==> src/rtl/core/hsu_pkg.sv <==
`timescale 1ns / 1ps
// ----------------------------------------------------------------------------
// hsu_pkg
// Shared types and constants for the header symbol unpacker.
// ----------------------------------------------------------------------------
package hsu_pkg;

  // symbol width codes from header bits 1..0
  localparam logic [1:0] ModeTwoBit   = 2'd0;
  localparam logic [1:0] ModeFourBit  = 2'd1;
  localparam logic [1:0] ModeByte     = 2'd2;
  localparam logic [1:0] ModeWord     = 2'd3;

  // result kinds
  localparam logic KindHeader = 1'b0;
  localparam logic KindSymbol = 1'b1;

  // job queue between front and back
  localparam int unsigned QueueDepth = 4;
  localparam int unsigned QueuePtrW  = $clog2(QueueDepth);
  localparam int unsigned QueueCntW  = $clog2(QueueDepth + 1);

  // input beat
  typedef struct packed {
    logic [7:0] data_byte;
    logic       end_of_buffer;
  } in_beat_t;

  // output beat
  typedef struct packed {
    logic        result_kind;
    logic [31:0] symbol_value;
    logic [1:0]  width_mode;
    logic [4:0]  tree_depth;
    logic        last_of_run;
  } out_beat_t;

  // classified job handed from front to back
  typedef struct packed {
    logic        is_header;
    logic [1:0]  mode;
    logic [4:0]  depth;
    logic [31:0] data;
  } job_t;

  // queue status seen by front and back
  typedef struct packed {
    logic empty;
    logic full;
  } queue_status_t;

endpackage

==> src/rtl/core/hsu_front.sv <==
`timescale 1ns / 1ps
// ----------------------------------------------------------------------------
// hsu_front
// Accepts bytes, tracks header and word state, pushes jobs to the queue.
// ----------------------------------------------------------------------------
module hsu_front import hsu_pkg::*; (
  input  logic          clk_i,
  input  logic          rst_ni,
  input  logic          in_valid_i,
  input  in_beat_t      in_data_i,
  output logic          in_stall_o,
  input  queue_status_t q_status_i,
  output logic          push_o,
  output job_t          job_o
);

  logic        expect_q, expect_d;
  logic [1:0]  mode_q, mode_d;
  logic [4:0]  depth_q, depth_d;
  logic [23:0] accum_q, accum_d;
  logic [1:0]  cnt_q, cnt_d;
  logic        in_fire;
  logic [7:0]  byte_w;
  logic        eob_w;

  assign in_stall_o = q_status_i.full;
  assign in_fire    = in_valid_i && !q_status_i.full;
  assign byte_w     = in_data_i.data_byte;
  assign eob_w      = in_data_i.end_of_buffer;

  // a job is pushed unless the byte only extends a partial word
  assign push_o = in_fire && (expect_q || (mode_q != ModeWord) || (cnt_q == 2'd3));

  // job contents
  always_comb begin
    job_o.is_header = expect_q;
    job_o.mode      = expect_q ? byte_w[1:0] : mode_q;
    job_o.depth     = expect_q ? byte_w[6:2] : depth_q;
    if (expect_q) begin
      job_o.data = 32'd0;
    end else if (mode_q == ModeWord) begin
      job_o.data = {byte_w, accum_q};
    end else begin
      job_o.data = {24'd0, byte_w};
    end
  end

  // next state
  always_comb begin
    expect_d = expect_q;
    mode_d   = mode_q;
    depth_d  = depth_q;
    accum_d  = accum_q;
    cnt_d    = cnt_q;
    if (in_fire) begin
      if (expect_q) begin
        mode_d   = byte_w[1:0];
        depth_d  = byte_w[6:2];
        accum_d  = 24'd0;
        cnt_d    = 2'd0;
        expect_d = eob_w;
      end else begin
        if (mode_q == ModeWord) begin
          unique case (cnt_q)
            2'd0: accum_d[7:0]   = byte_w;
            2'd1: accum_d[15:8]  = byte_w;
            2'd2: accum_d[23:16] = byte_w;
            default: accum_d     = 24'd0;
          endcase
          cnt_d = cnt_q + 2'd1;
        end
        if (eob_w) begin
          expect_d = 1'b1;
          accum_d  = 24'd0;
          cnt_d    = 2'd0;
        end
      end
    end
  end

  // state registers
  always_ff @(posedge clk_i or negedge rst_ni) begin
    if (!rst_ni) begin
      expect_q <= 1'b1;
      mode_q   <= 2'd0;
      depth_q  <= 5'd0;
      accum_q  <= 24'd0;
      cnt_q    <= 2'd0;
    end else begin
      expect_q <= expect_d;
      mode_q   <= mode_d;
      depth_q  <= depth_d;
      accum_q  <= accum_d;
      cnt_q    <= cnt_d;
    end
  end

endmodule

==> src/rtl/core/hsu_queue.sv <==
`timescale 1ns / 1ps
// ----------------------------------------------------------------------------
// hsu_queue
// Short job queue between the front and the back.
// ----------------------------------------------------------------------------
module hsu_queue import hsu_pkg::*; (
  input  logic          clk_i,
  input  logic          rst_ni,
  input  logic          push_i,
  input  job_t          job_i,
  input  logic          pop_i,
  output job_t          head_o,
  output queue_status_t status_o
);

  job_t                 mem_q [QueueDepth];
  logic [QueuePtrW-1:0] wr_ptr_q, rd_ptr_q;
  logic [QueueCntW-1:0] cnt_q;
  logic                 do_push, do_pop;

  assign status_o.empty = (cnt_q == '0);
  assign status_o.full  = (cnt_q == QueueCntW'(QueueDepth));
  assign do_push        = push_i && !status_o.full;
  assign do_pop         = pop_i && !status_o.empty;
  assign head_o         = mem_q[rd_ptr_q];

  // storage
  always_ff @(posedge clk_i) begin
    if (do_push) begin
      mem_q[wr_ptr_q] <= job_i;
    end
  end

  // pointers and fill count
  always_ff @(posedge clk_i or negedge rst_ni) begin
    if (!rst_ni) begin
      wr_ptr_q <= '0;
      rd_ptr_q <= '0;
      cnt_q    <= '0;
    end else begin
      if (do_push) begin
        wr_ptr_q <= wr_ptr_q + 1'b1;
      end
      if (do_pop) begin
        rd_ptr_q <= rd_ptr_q + 1'b1;
      end
      if (do_push && !do_pop) begin
        cnt_q <= cnt_q + 1'b1;
      end else if (do_pop && !do_push) begin
        cnt_q <= cnt_q - 1'b1;
      end
    end
  end

endmodule

==> src/rtl/core/hsu_back.sv <==
`timescale 1ns / 1ps
// ----------------------------------------------------------------------------
// hsu_back
// Expands each job into its results, one beat per cycle while out_stall_i is
// low, into the output register.
// ----------------------------------------------------------------------------
module hsu_back import hsu_pkg::*; (
  input  logic          clk_i,
  input  logic          rst_ni,
  input  job_t          job_i,
  input  queue_status_t q_status_i,
  output logic          pop_o,
  output logic          out_valid_o,
  output out_beat_t     out_data_o,
  input  logic          out_stall_i
);

  logic       out_valid_q, out_valid_d;
  out_beat_t  out_data_q;
  out_beat_t  res;
  logic [1:0] idx_q, idx_d;
  logic       load;
  logic       last;

  assign load = !q_status_i.empty && (!out_valid_q || !out_stall_i);

  // select the current result of the head job
  always_comb begin
    res.result_kind = job_i.is_header ? KindHeader : KindSymbol;
    res.width_mode  = job_i.mode;
    res.tree_depth  = job_i.depth;
    res.symbol_value = job_i.data;
    last            = 1'b1;
    if (!job_i.is_header) begin
      unique case (job_i.mode)
        ModeTwoBit: begin
          unique case (idx_q)
            2'd0: res.symbol_value = {30'd0, job_i.data[1:0]};
            2'd1: res.symbol_value = {30'd0, job_i.data[3:2]};
            2'd2: res.symbol_value = {30'd0, job_i.data[5:4]};
            default: res.symbol_value = {30'd0, job_i.data[7:6]};
          endcase
          last = (idx_q == 2'd3);
        end
        ModeFourBit: begin
          res.symbol_value = idx_q[0] ? {28'd0, job_i.data[7:4]}
                                      : {28'd0, job_i.data[3:0]};
          last = idx_q[0];
        end
        default: begin
          res.symbol_value = job_i.data;
          last = 1'b1;
        end
      endcase
    end
    res.last_of_run = last;
  end

  assign pop_o = load && last;

  // result index and output valid
  always_comb begin
    idx_d       = idx_q;
    out_valid_d = out_valid_q;
    if (load) begin
      idx_d       = last ? 2'd0 : idx_q + 2'd1;
      out_valid_d = 1'b1;
    end else if (!out_stall_i) begin
      out_valid_d = 1'b0;
    end
  end

  always_ff @(posedge clk_i or negedge rst_ni) begin
    if (!rst_ni) begin
      idx_q       <= 2'd0;
      out_valid_q <= 1'b0;
    end else begin
      idx_q       <= idx_d;
      out_valid_q <= out_valid_d;
    end
  end

  // output payload
  always_ff @(posedge clk_i) begin
    if (load) begin
      out_data_q <= res;
    end
  end

  assign out_valid_o = out_valid_q;
  assign out_data_o  = out_data_q;

endmodule

==> src/rtl/core/header_symbol_unpacker_core.sv <==
`timescale 1ns / 1ps
// ----------------------------------------------------------------------------
// header_symbol_unpacker_core
// Byte stream unpacker: header byte per buffer, then 2/4/8/32-bit symbols.
// ----------------------------------------------------------------------------
// One byte is accepted per cycle while the four-entry job queue has room.
// The result register gives one beat per cycle while out_stall_i is low, so
// a byte in two-bit mode gives four result beats, a four-bit byte two, a
// header or eight-bit byte one; in 32-bit mode four bytes give one word.
// Sustained input rate is therefore set by the result register.
// ----------------------------------------------------------------------------
module header_symbol_unpacker_core import hsu_pkg::*; (
  input  logic      clk_i,
  input  logic      rst_ni,
  input  logic      in_valid_i,
  input  in_beat_t  in_data_i,
  output logic      in_stall_o,
  output logic      out_valid_o,
  output out_beat_t out_data_o,
  input  logic      out_stall_i
);

  queue_status_t q_status;
  logic          push, pop;
  job_t          push_job, head_job;

  // classify incoming bytes
  hsu_front u_front (
    .clk_i      (clk_i),
    .rst_ni     (rst_ni),
    .in_valid_i (in_valid_i),
    .in_data_i  (in_data_i),
    .in_stall_o (in_stall_o),
    .q_status_i (q_status),
    .push_o     (push),
    .job_o      (push_job)
  );

  // job queue
  hsu_queue u_queue (
    .clk_i    (clk_i),
    .rst_ni   (rst_ni),
    .push_i   (push),
    .job_i    (push_job),
    .pop_i    (pop),
    .head_o   (head_job),
    .status_o (q_status)
  );

  // expand jobs to results
  hsu_back u_back (
    .clk_i       (clk_i),
    .rst_ni      (rst_ni),
    .job_i       (head_job),
    .q_status_i  (q_status),
    .pop_o       (pop),
    .out_valid_o (out_valid_o),
    .out_data_o  (out_data_o),
    .out_stall_i (out_stall_i)
  );

`ifndef SYNTHESIS
  // front never pushes into a full queue
  assert property (@(posedge clk_i) disable iff (!rst_ni)
    !(push && q_status.full))
    else $error("push into full job queue");

  // back never pops an empty queue
  assert property (@(posedge clk_i) disable iff (!rst_ni)
    !(pop && q_status.empty))
    else $error("pop from empty job queue");

  // a header result carries zero value and ends its run
  assert property (@(posedge clk_i) disable iff (!rst_ni)
    (out_valid_o && (out_data_o.result_kind == KindHeader)) |->
      ((out_data_o.symbol_value == 32'd0) && out_data_o.last_of_run))
    else $error("malformed header result");

  // a pop always comes with a new beat loaded into the output register
  assert property (@(posedge clk_i) disable iff (!rst_ni)
    pop |=> out_valid_o)
    else $error("job popped without a result");
`endif

endmodule
==> config.mk <==
export PLATFORM = sky130hd
export DESIGN_NAME = header_symbol_unpacker_core
export DESIGN_NICKNAME = d
export VERILOG_FILES = /design/src/rtl/core/hsu_pkg.sv /design/src/rtl/core/hsu_front.sv /design/src/rtl/core/hsu_queue.sv /design/src/rtl/core/hsu_back.sv /design/src/rtl/core/header_symbol_unpacker_core.sv
export SDC_FILE = /design/constraint.sdc
export NUM_CORES = 1
export LEC_CHECK = 0
export BUFFER_PORTS_ARGS = -buffer_cell sky130_fd_sc_hd__buf_2
export CORE_ASPECT_RATIO = 0.5
export CORE_MARGIN = 8
export CORE_UTILIZATION = 40
export DETAILED_ROUTE_END_ITERATION = 8
export HOLD_SLACK_MARGIN = 0.08
export SYNTH_ARGS = -nofsm -noshare
export SYNTH_HDL_FRONTEND = slang
export SYNTH_SLANG_ARGS = --single-unit
==> constraint.sdc <==
create_clock -name clk_i -period 7.9 [get_ports clk_i]
set_input_delay 1.58 -clock clk_i [delete_from_list [all_inputs] [get_ports clk_i]]
set_output_delay 1.58 -clock clk_i [all_outputs]
set_load 0.1 [all_outputs]
==> summary.md, run 1 <==
| Metric | Value |
|---|---|
| Layout cells sized above 1 | 25.86% |
| Residual DRC | 0 |
| Unrepaired setup endpoints after global routing | no |
| Syn_nets | 618 |
| Initial Util | 41.07% |
| Clk_lat worst skew | ~0.50 ns |
| Hold crit path type | reg2reg |
| First-pass GRT wire length | ~31000 um |
| FFs w/ async S/R, synth | 17.96% |
| Clk_skew | 0.009022 ns |
| Initial antenna violation count | 1 |
| #FFs+latches synth | 245 |
| Required time of the worst setup path | 8.32 ns |
| Top delay family on crit path | buffers and inverters |
| EDFF count, synth | between 200 and 250 |
| Mapped Area | 0.009948 sq mm |
| Core area | 0.02422 sq mm |
| Final period util | 51.91% |
| Minimum clock period | 4.101 ns |
| DP HPWL | between 10000 and 15000 um |
| CTS max path bufs | 3 |
| Top post-synthesis cells by area | edfxtp_1 61%, dfrtp_1 11%, mux4_2 7.9% |
| Number of global-route vias before repair | 5258 |
| Fmax | 243.8 MHz |
| Worst Path Arrival | 4.52 ns |
| Placed inst area | 0.01055 sq mm |
| Post-CTS Hold Buffers | 0 |
| Worst hold slack | 0.4713 ns |
| Post-synthesis sequential area ratio | 71.75% |
| Slew @ Worst Pin | 1.060 ns |
| Nets | 677 |
| Clock transition at the registers of the reported paths | roughly 0.060 ns |
| GR Overflow Total | 0 |
| Critical path fanouts, max | 38 |
| Final Setup Violations | 0 |
| TritonRoute pass-1 iters | 4 |
| Slowest CP cell | dfrtp_2 |
| Final Max Slew Viols | 0 |
| Crit path launch type | flop |
| Die H | 127.5 um |
| Routed len/inst | 19.67 um |
| Fin Setup TNS | 0 ns |
| Post-layout worst setup margin | 3.799 ns |
| Die width | 239.0 um |
| Largest net degree at the start of global routing | 48 |
| Clk sink count | 245 |
| Post-Place Setup Slack | 3.752 ns |
| Element type at the critical path end | flop |
| Critical path, cell by cell | buf_4 > mux4_2 > nor2_2 > buf_4 > nand2_2 > nand2_2 > ha_1 > inv_1 > fa_1 > xor2_1 > nor2_1 > xor2_1 |
| Synth top area share | approximately three fifths |
| Routed Antenna Nets | 0 |
| Syn-to-layout area delta | 14.29% |
| TritonCTS clock tree | done |
| Vias post-DR | 5054 |
| Rel. slew slack | between 20% and 30% |
| Post_cts resized | 0 |
| CP max stage delay | 0.83 ns |
| Placement row count | 40 |
| Final Hold Viols | 0 |
| Setup Buffers After CTS | 0 |
| Clk root buf | clkbuf_16 |
| Worst Setup Path Type | reg2reg |
| Die area | 0.03048 sq mm |
| Synth top cells by count | 201 x edfxtp_1, 58 x nand2_1, 43 x dfrtp_1, 35 x mux4_2, 30 x and2_1 |
| # IOs | between 50 and 60 |
| Syn Area/Cell | about 17 sq um |
| Synthesized instance count | between 500 and 600 |
| Total CTS buffers | 23 |
| Total wire length | a little under 20000 um |
| H-tree levels | 1 |
| IO buf count | 55 |
| Yosys warnings | 0 |
| Max-Cap Viols | 0 |
| Synth Flop Type | edfxtp_1 |
| Largest area contributor in the netlist | edfxtp_1 |
| Cell variety after synth | 49 |
| GRT Util Overall | about an eighth |
| Routability cong. | approximately 0.77 |
| Final instance area | 0.01137 sq mm |
| Antenna diode count | 0 |
| Buf/Inv on CP | 3 |
| Most frequent cell after synthesis | edfxtp_1 |
| Drt initial violations | 459 |
| Outcome | finished, final reports clean |
| Via/cell ratio | between 5 and 6 |
final cells by class:
| type | count | area [sq um] |
|---|---|---|
| fill | 2075 | 12850 |
| multi-input combinational | 302 | 2603 |
| timing repair buffer | 63 | 335.3 |
| tap | 336 | 420.4 |
| clock buffer | 31 | 688.2 |
| clock inverter | 10 | 130.1 |
| inverter | 14 | 52.55 |
| sequential | 245 | 7141 |
state kept, by name, summed over array words and instances (netlist names):
signal and cells:
u_front.depth_q 5, u_queue.cnt_q 3, u_queue.mem_q 160, u_back.out_valid_o 1, u_queue.wr_ptr_q 2, u_front.expect_q 1
u_front.mode_q 2, u_front.cnt_q 2, u_back.out_data_o 41, u_front.accum_q 24, u_back.idx_q 2, u_queue.rd_ptr_q 2
cell usage in the layout (no fill, tap or decap), types with 3 or more instances in the layout:
cell type,Yosys,final
nor2b_1,27,27
ha_1,14,14
nand3_1,5,5
and2_1,30,26
mux2i_1,11,11
edfxtp_1,201,201
dfrtp_1,43,41
mux2_2,20,20
and2_2,0,4
mux4_2,35,35
nor2_1,5,4
bufinv_16,0,3
buf_2,9,55
nor3_1,4,4
clkbuf_8,0,4
buf_4,4,8
xnor2_1,4,4
nand2_1,58,58
o21ai_0,8,8
inv_1,12,12
clkinv_2,0,4
a21oi_1,12,11
o31ai_1,24,24
clkbuf_16,0,25
nand2b_1,14,14
routing by layer:
layer  GRT usage, %  routed length (um)  up-vias
li1               -                   -     2344
met1          18.10                9436     2575
met2          20.65                8909      101
met3          2.575                 961       32
met4          3.323                 374        2
met5              0                   8        -
per-stage QoR:
step           utilization (%)  std cells
2_1_floorplan                -        590
3_3_place_gp             43.56        960
3_5_place_dp             43.56        960
4_1_cts                  46.94       1001
5_1_grt                  46.94       1001
6_report                 46.94       1001
cell families (layout without fill, tap and decap cells):
family          count (synthesis)  count (layout)  synth area share, %
mux                            66              66                11.29
flops                         245             245                71.75
xor+xnor                        6               6               0.5282
simple gates                  152             152                7.924
buf+inv                        43             118                2.276
fa+ha+maj                      15              15                1.962
compound gates                 63              63                4.264
worst register-to-register path, cell delays in order (launching register included):
cell and delay [ns]:
dfrtp_2 0.83, buf_4 0.56, mux4_2 0.60, nor2_2 0.11, buf_4 0.41, nand2_2 0.23, nand2_2 0.14, ha_1 0.20
inv_1 0.07, fa_1 0.43, xor2_1 0.15, nor2_1 0.11, xor2_1 0.17
path summary, 6_finish.rpt:
| kind | startpoint | endpoint | slack, ns | depth (start not counted) |
|---|---|---|---|---|
| worst min register to register | u_front.accum_q[12] | u_front.accum_q[12] | 0.47 | 2 |
| worst max register to register | u_queue.rd_ptr_q[0] | u_queue.cnt_q[2] | 3.80 | 12 |
| max in group asynchronous | rst_ni | u_queue.rd_ptr_q[0] | 5.90 | 1 |
| worst max-delay path | u_queue.rd_ptr_q[0] | u_queue.cnt_q[2] | 3.80 | 12 |
| min in group asynchronous | rst_ni | u_back.idx_q[0] | 1.24 | 1 |
| worst min-delay path | u_front.accum_q[12] | u_front.accum_q[12] | 0.47 | 2 |
Power of run 1 is not shown: default switching activity piles up to over one toggle a cycle in this logic, so the estimate is an artifact.
==> inputs of run 2 (changes only) <==
==> constraint.sdc (replaced) <==
create_clock -name clk_i -period 3.5 [get_ports clk_i]
set_input_delay 0.7 -clock clk_i [delete_from_list [all_inputs] [get_ports clk_i]]
set_output_delay 0.7 -clock clk_i [all_outputs]
set_load 0.1 [all_outputs]
==> summary.md, run 2 (synthesized netlist as in run 1, its figures left out) <==
| Metric | Value |
|---|---|
| Residual DRC | 0 |
| Routed Antenna Nets | 0 |
| Initial antenna violation count | 0 |
| Final period util | 81.91% |
| Hold crit path type | in2async |
| Fmax | 348.8 MHz |
| Routability cong. | 0.8001 |
| Layout cells sized above 1 | 26.15% |
| Via/cell ratio | 5.134 |
| Setup Buffers After CTS | 0 |
| Clock transition at the registers of the reported paths | around 0.06 ns |
| Crit path launch type | flop |
| # IOs | 56 |
| Final Max Slew Viols | 0 |
| Die area | 0.03048 sq mm |
| Post-CTS Hold Buffers | 0 |
| Vias post-DR | 5180 |
| Drt initial violations | 321 |
| Post_cts resized | 0 |
| IO buf count | 55 |
| Total wire length | between 20000 and 25000 um |
| Placement row count | 40 |
| Element type at the critical path end | flop |
| Commonest non-fill, non-tap cell in the layout | edfxtp_1 |
| Max reg flops | 160 |
| Worst Setup Path Type | reg2reg |
| Core area | approximately 0.024 sq mm |
| Final Setup Violations | 0 |
| Die H | ~130 um |
| Total CTS buffers | 23 |
| Clk sink count | 245 |
| TritonRoute pass-1 iters | 5 |
| Antenna diode count | 0 |
| Die width | 239.0 um |
| Routed len/inst | 20.12 um |
| Largest reg by FF count | u_queue.mem_q |
| Outcome | finished, final reports clean |
| Clk_lat worst skew | 0.51 ns |
| GR Overflow Total | 0 |
| Syn-to-layout area delta | 14.53% |
| DP HPWL | 13090 um |
| Minimum clock period | roughly 2.9 ns |
| Number of global-route vias before repair | roughly 5.3k |
| First-pass GRT wire length | 31570 um |
| Fin Setup TNS | 0 ns |
| GRT Util Overall | 13.26% |
| CTS max path bufs | 3 |
| Clk_skew | between 0.006 and 0.007 ns |
| Clk root buf | clkbuf_16 |
| H-tree levels | 1 |
| Worst Path Arrival | around 3.3 ns |
| Max-Cap Viols | 0 |
| TritonCTS clock tree | done |
| Final Hold Viols | 0 |
| Largest net degree at the start of global routing | 47 |
| Initial Util | approximately 40% |
| Slew @ Worst Pin | 1.080 ns |
| Nets | between 600 and 700 |
| Rel. slew slack | 27.97% |
| Critical path fanouts, max | 5 |
| Required time of the worst setup path | a little under 4 ns |
| Unrepaired setup endpoints after global routing | no |
| Most frequent cells in the layout | 201 x edfxtp_1, 58 x nand2_1, 55 x buf_2, 41 x dfrtp_1, 35 x mux4_2 |
-- run 2: cell count changes in the layout (fill, tap and decap cells not counted), sizes merged --
cell,before,now
buf,63,72
clkbuf,31,24
clkinv,7,11
clkinvlp,1,2
inv,13,14
-- run 2: worst max-delay path: stages (launching register included) --
cell and delay [ns]:
dfrtp_2 0.40, mux2_2 0.35, o21ai_2 0.23, inv_2 0.11, mux2i_1 0.28, nand2_2 0.17
nand2_2 0.13, ha_1 0.19, inv_1 0.07, fa_1 0.43, xor2_1 0.15, nor2_1 0.11
xor2_1 0.17
-- run 2: cell type report --
type	count	area (sq um)
inverters	14	52.55
clock inverters	16	152.6
fillers	2104	12830
multi-input cells	302	2608
repair buffers	72	440.4
flip-flops and latches	245	7141
clock buffers	24	579.3
well taps	336	420.4
-- run 2: routing by layer --
layer	global-route usage, %	vias to the layer above	part of all wire, %
met2	20.11	100	45
li1	-	2362	-
met1	19.51	2693	50
met5	0	-	0
met4	3.001	0	1.6
met3	2.618	25	4.2
-- run 2: worst paths after layout --
check | end | cells past startpoint | startpoint | slack (ns)
min | u_back.idx_q[0] | 1 | rst_ni | 0.37
max in group asynchronous | u_queue.rd_ptr_q[0] | 1 | rst_ni | 2.39
max | u_queue.cnt_q[2] | 12 | u_queue.rd_ptr_q[1] | 0.63
min reg2reg | u_front.accum_q[13] | 2 | u_front.accum_q[13] | 0.47
max reg2reg | u_queue.cnt_q[2] | 12 | u_queue.rd_ptr_q[1] | 0.63
min in group clk_i | u_back.out_valid_o | 3 | out_stall_i | 0.44
-- run 2: stage by stage --
stage	setup WS (ns)	cells	hold WS [ns]	instance area [sq um]	utilization, %
2_1_floorplan	0.3579	590	0.4044	9965	-
3_3_place_gp	0.7102	969	0.4528	10660	44.01
3_5_place_dp	0.6689	969	0.4599	10660	44.01
4_1_cts	0.6522	1009	0.4066	11390	47.04
5_1_grt	0.4239	1009	0.4435	11390	47.04
6_report	0.6332	1009	0.3685	11390	47.04
Power of run 2 is left out for the same reason.
==> inputs of run 3 (changes only) <==
==> constraint.sdc (replaced) <==
create_clock -name clk_i -period 2.7 [get_ports clk_i]
set_input_delay 0.54 -clock clk_i [delete_from_list [all_inputs] [get_ports clk_i]]
set_output_delay 0.54 -clock clk_i [all_outputs]
set_load 0.1 [all_outputs]
==> summary.md, run 3 (synthesized netlist as in run 1, its figures left out) <==
| Metric | Value |
|---|---|
| Outcome | finished, final reports clean |
| Rel. slew slack | 55.08% |
| Worst Path Arrival | 2.95 ns |
| Die area | 0.03048 sq mm |
| Layout cells sized above 1 | 27.23% |
| Max-Cap Viols | 0 |
| Metal2 WL | roughly 9000 um |
| Clk_lat worst skew | 0.51 ns |
| Die width | ~240 um |
| Post-Place Setup Slack | about 0.13 ns |
| Most frequent cells in the layout | 201 x edfxtp_1, 58 x nand2_1, 55 x buf_2, 40 x dfrtp_1, 35 x mux4_2 |
| Placement row count | 40 |
| CTS max path bufs | 3 |
| GR Overflow Total | 0 |
| Minimum clock period | 2.520 ns |
| Routed Antenna Nets | 0 |
| GRT Util Overall | 12.92% |
| Drt initial violations | 370 |
| Required time of the worst setup path | 3.13 ns |
| Total wire length | about 20000 um |
| Antenna diode count | 0 |
| Routability cong. | around 0.8 |
| Worst Setup Path Type | reg2reg |
| H-tree levels | 1 |
| FF-to-FF Start | u_queue.rd_ptr_q[1] |
| Initial Util | 41.07% |
| Final Max Slew Viols | 0 |
| Min-Delay Startpoint | out_stall_i |
| Final period util | 93.34% |
| Vias post-DR | 5164 |
| Fmax | 396.8 MHz |
| Critical path fanouts, max | 5 |
| Top sig layer | met4 |
| Clk root buf | clkbuf_16 |
| Largest reg by FF count | u_queue.mem_q |
| Clk sink count | 245 |
| DP HPWL | 12510 um |
| Syn-to-layout area delta | 15.17% |
| TritonRoute pass-1 iters | 5 |
| Initial antenna violation count | 2 |
| Routed len/inst | 19.40 um |
| Number of global-route vias before repair | slightly above 5k |
| Via/cell ratio | 5.068 |
| Total CTS buffers | 23 |
| Largest net degree at the start of global routing | 47 |
| Routed wl met3 | 935 um |
| Hold crit path type | in2reg |
| Routed met1 length | 9378 um |
| Clock transition at the registers of the reported paths | 0.06 ns |
| # IOs | 56 |
| Element type at the critical path end | flop |
| First-pass GRT wire length | slightly above 30000 um |
| Unrepaired setup endpoints after global routing | no |
| Crit path launch type | flop |
| Commonest non-fill, non-tap cell in the layout | edfxtp_1 |
| Final Setup Violations | 0 |
| Max reg flops | 160 |
| Post-layout worst setup margin | 0.1799 ns |
| Nets | 694 |
| Final Hold Viols | 0 |
| Clk_skew | 0.007850 ns |
| Crit. Startpoint | u_queue.rd_ptr_q[1] |
| Slew @ Worst Pin | about 0.67 ns |
| Die H | 127.5 um |
| TritonCTS clock tree | done |
| Core area | 0.02422 sq mm |
| IO buf count | 55 |
| Residual DRC | 0 |
[run 3: changes by cell type in the layout (fill, tap and decap cells not counted), sizes merged]
cell         delta
bufinv          -3
buf             +7
clkinvlp        -1
clkbuf         +12
clkinv          -6
dlygate4sd3     +1
[run 3: routing by layer]
layer	track usage [%]	up-vias
li1	-	2384
met1	18.52	2627
met2	20.28	122
met3	2.425	31
met4	2.930	0
met5	0	-
[run 3: path summary, 6_finish.rpt]
path / to / slack, ns / cells past startpoint
worst min-delay path: u_back.out_valid_o / 0.29 / 3
worst max-delay path: u_queue.cnt_q[2] / 0.18 / 14
worst max register to register: u_queue.cnt_q[2] / 0.18 / 14
worst min register to register: u_front.accum_q[11] / 0.47 / 2
max in group asynchronous: u_front.accum_q[20] / 1.68 / 3
min in group asynchronous: u_queue.cnt_q[0] / 0.43 / 2
[run 3: per-stage QoR]
stage	std cells	hold WS [ns]	utilization [%]	TNS, ns	instance area [sq um]
2_1_floorplan	590	0.2444	-	-0.01734	9980
3_3_place_gp	975	0.4331	44.29	0	10730
3_5_place_dp	975	0.4333	44.29	0	10730
4_1_cts	1018	0.2725	47.20	0	11430
5_1_grt	1019	0.3079	47.30	0	11460
6_report	1019	0.2900	47.30	0	11460
[run 3: what timing repair did]
action / in CTS / in global routing
resized for setup: 0 / 3
endpoints found under the hold margin: 7 / 0
setup buffers: 0 / 1
endpoints found under the setup margin: 0 / 1
hold buffers: 1 / 0
[run 3: worst max-delay path: stages (launching register included)]
cell	delay, ns
dfrtp_2	0.41
buf_4	0.17
mux2i_1	0.15
nand2_1	0.08
o21ai_2	0.08
inv_2	0.07
mux2i_2	0.21
nand2_2	0.12
nand2_2	0.12
ha_4	0.15
inv_1	0.05
fa_1	0.42
xor2_1	0.15
nor2_1	0.12
xor2_1	0.15
[run 3: final cells by class]
class                           count  area (sq um)
Fill cell                        2108         12770
Sequential cell                   245          7144
Multi-Input combinational cell    302          2630
Clock buffer                       36         654.4
Timing Repair Buffer               80         515.5
Tap cell                          336         420.4
Inverter                           14         52.55
Clock inverter                      6         40.04
Power of run 3 is left out for the same reason.
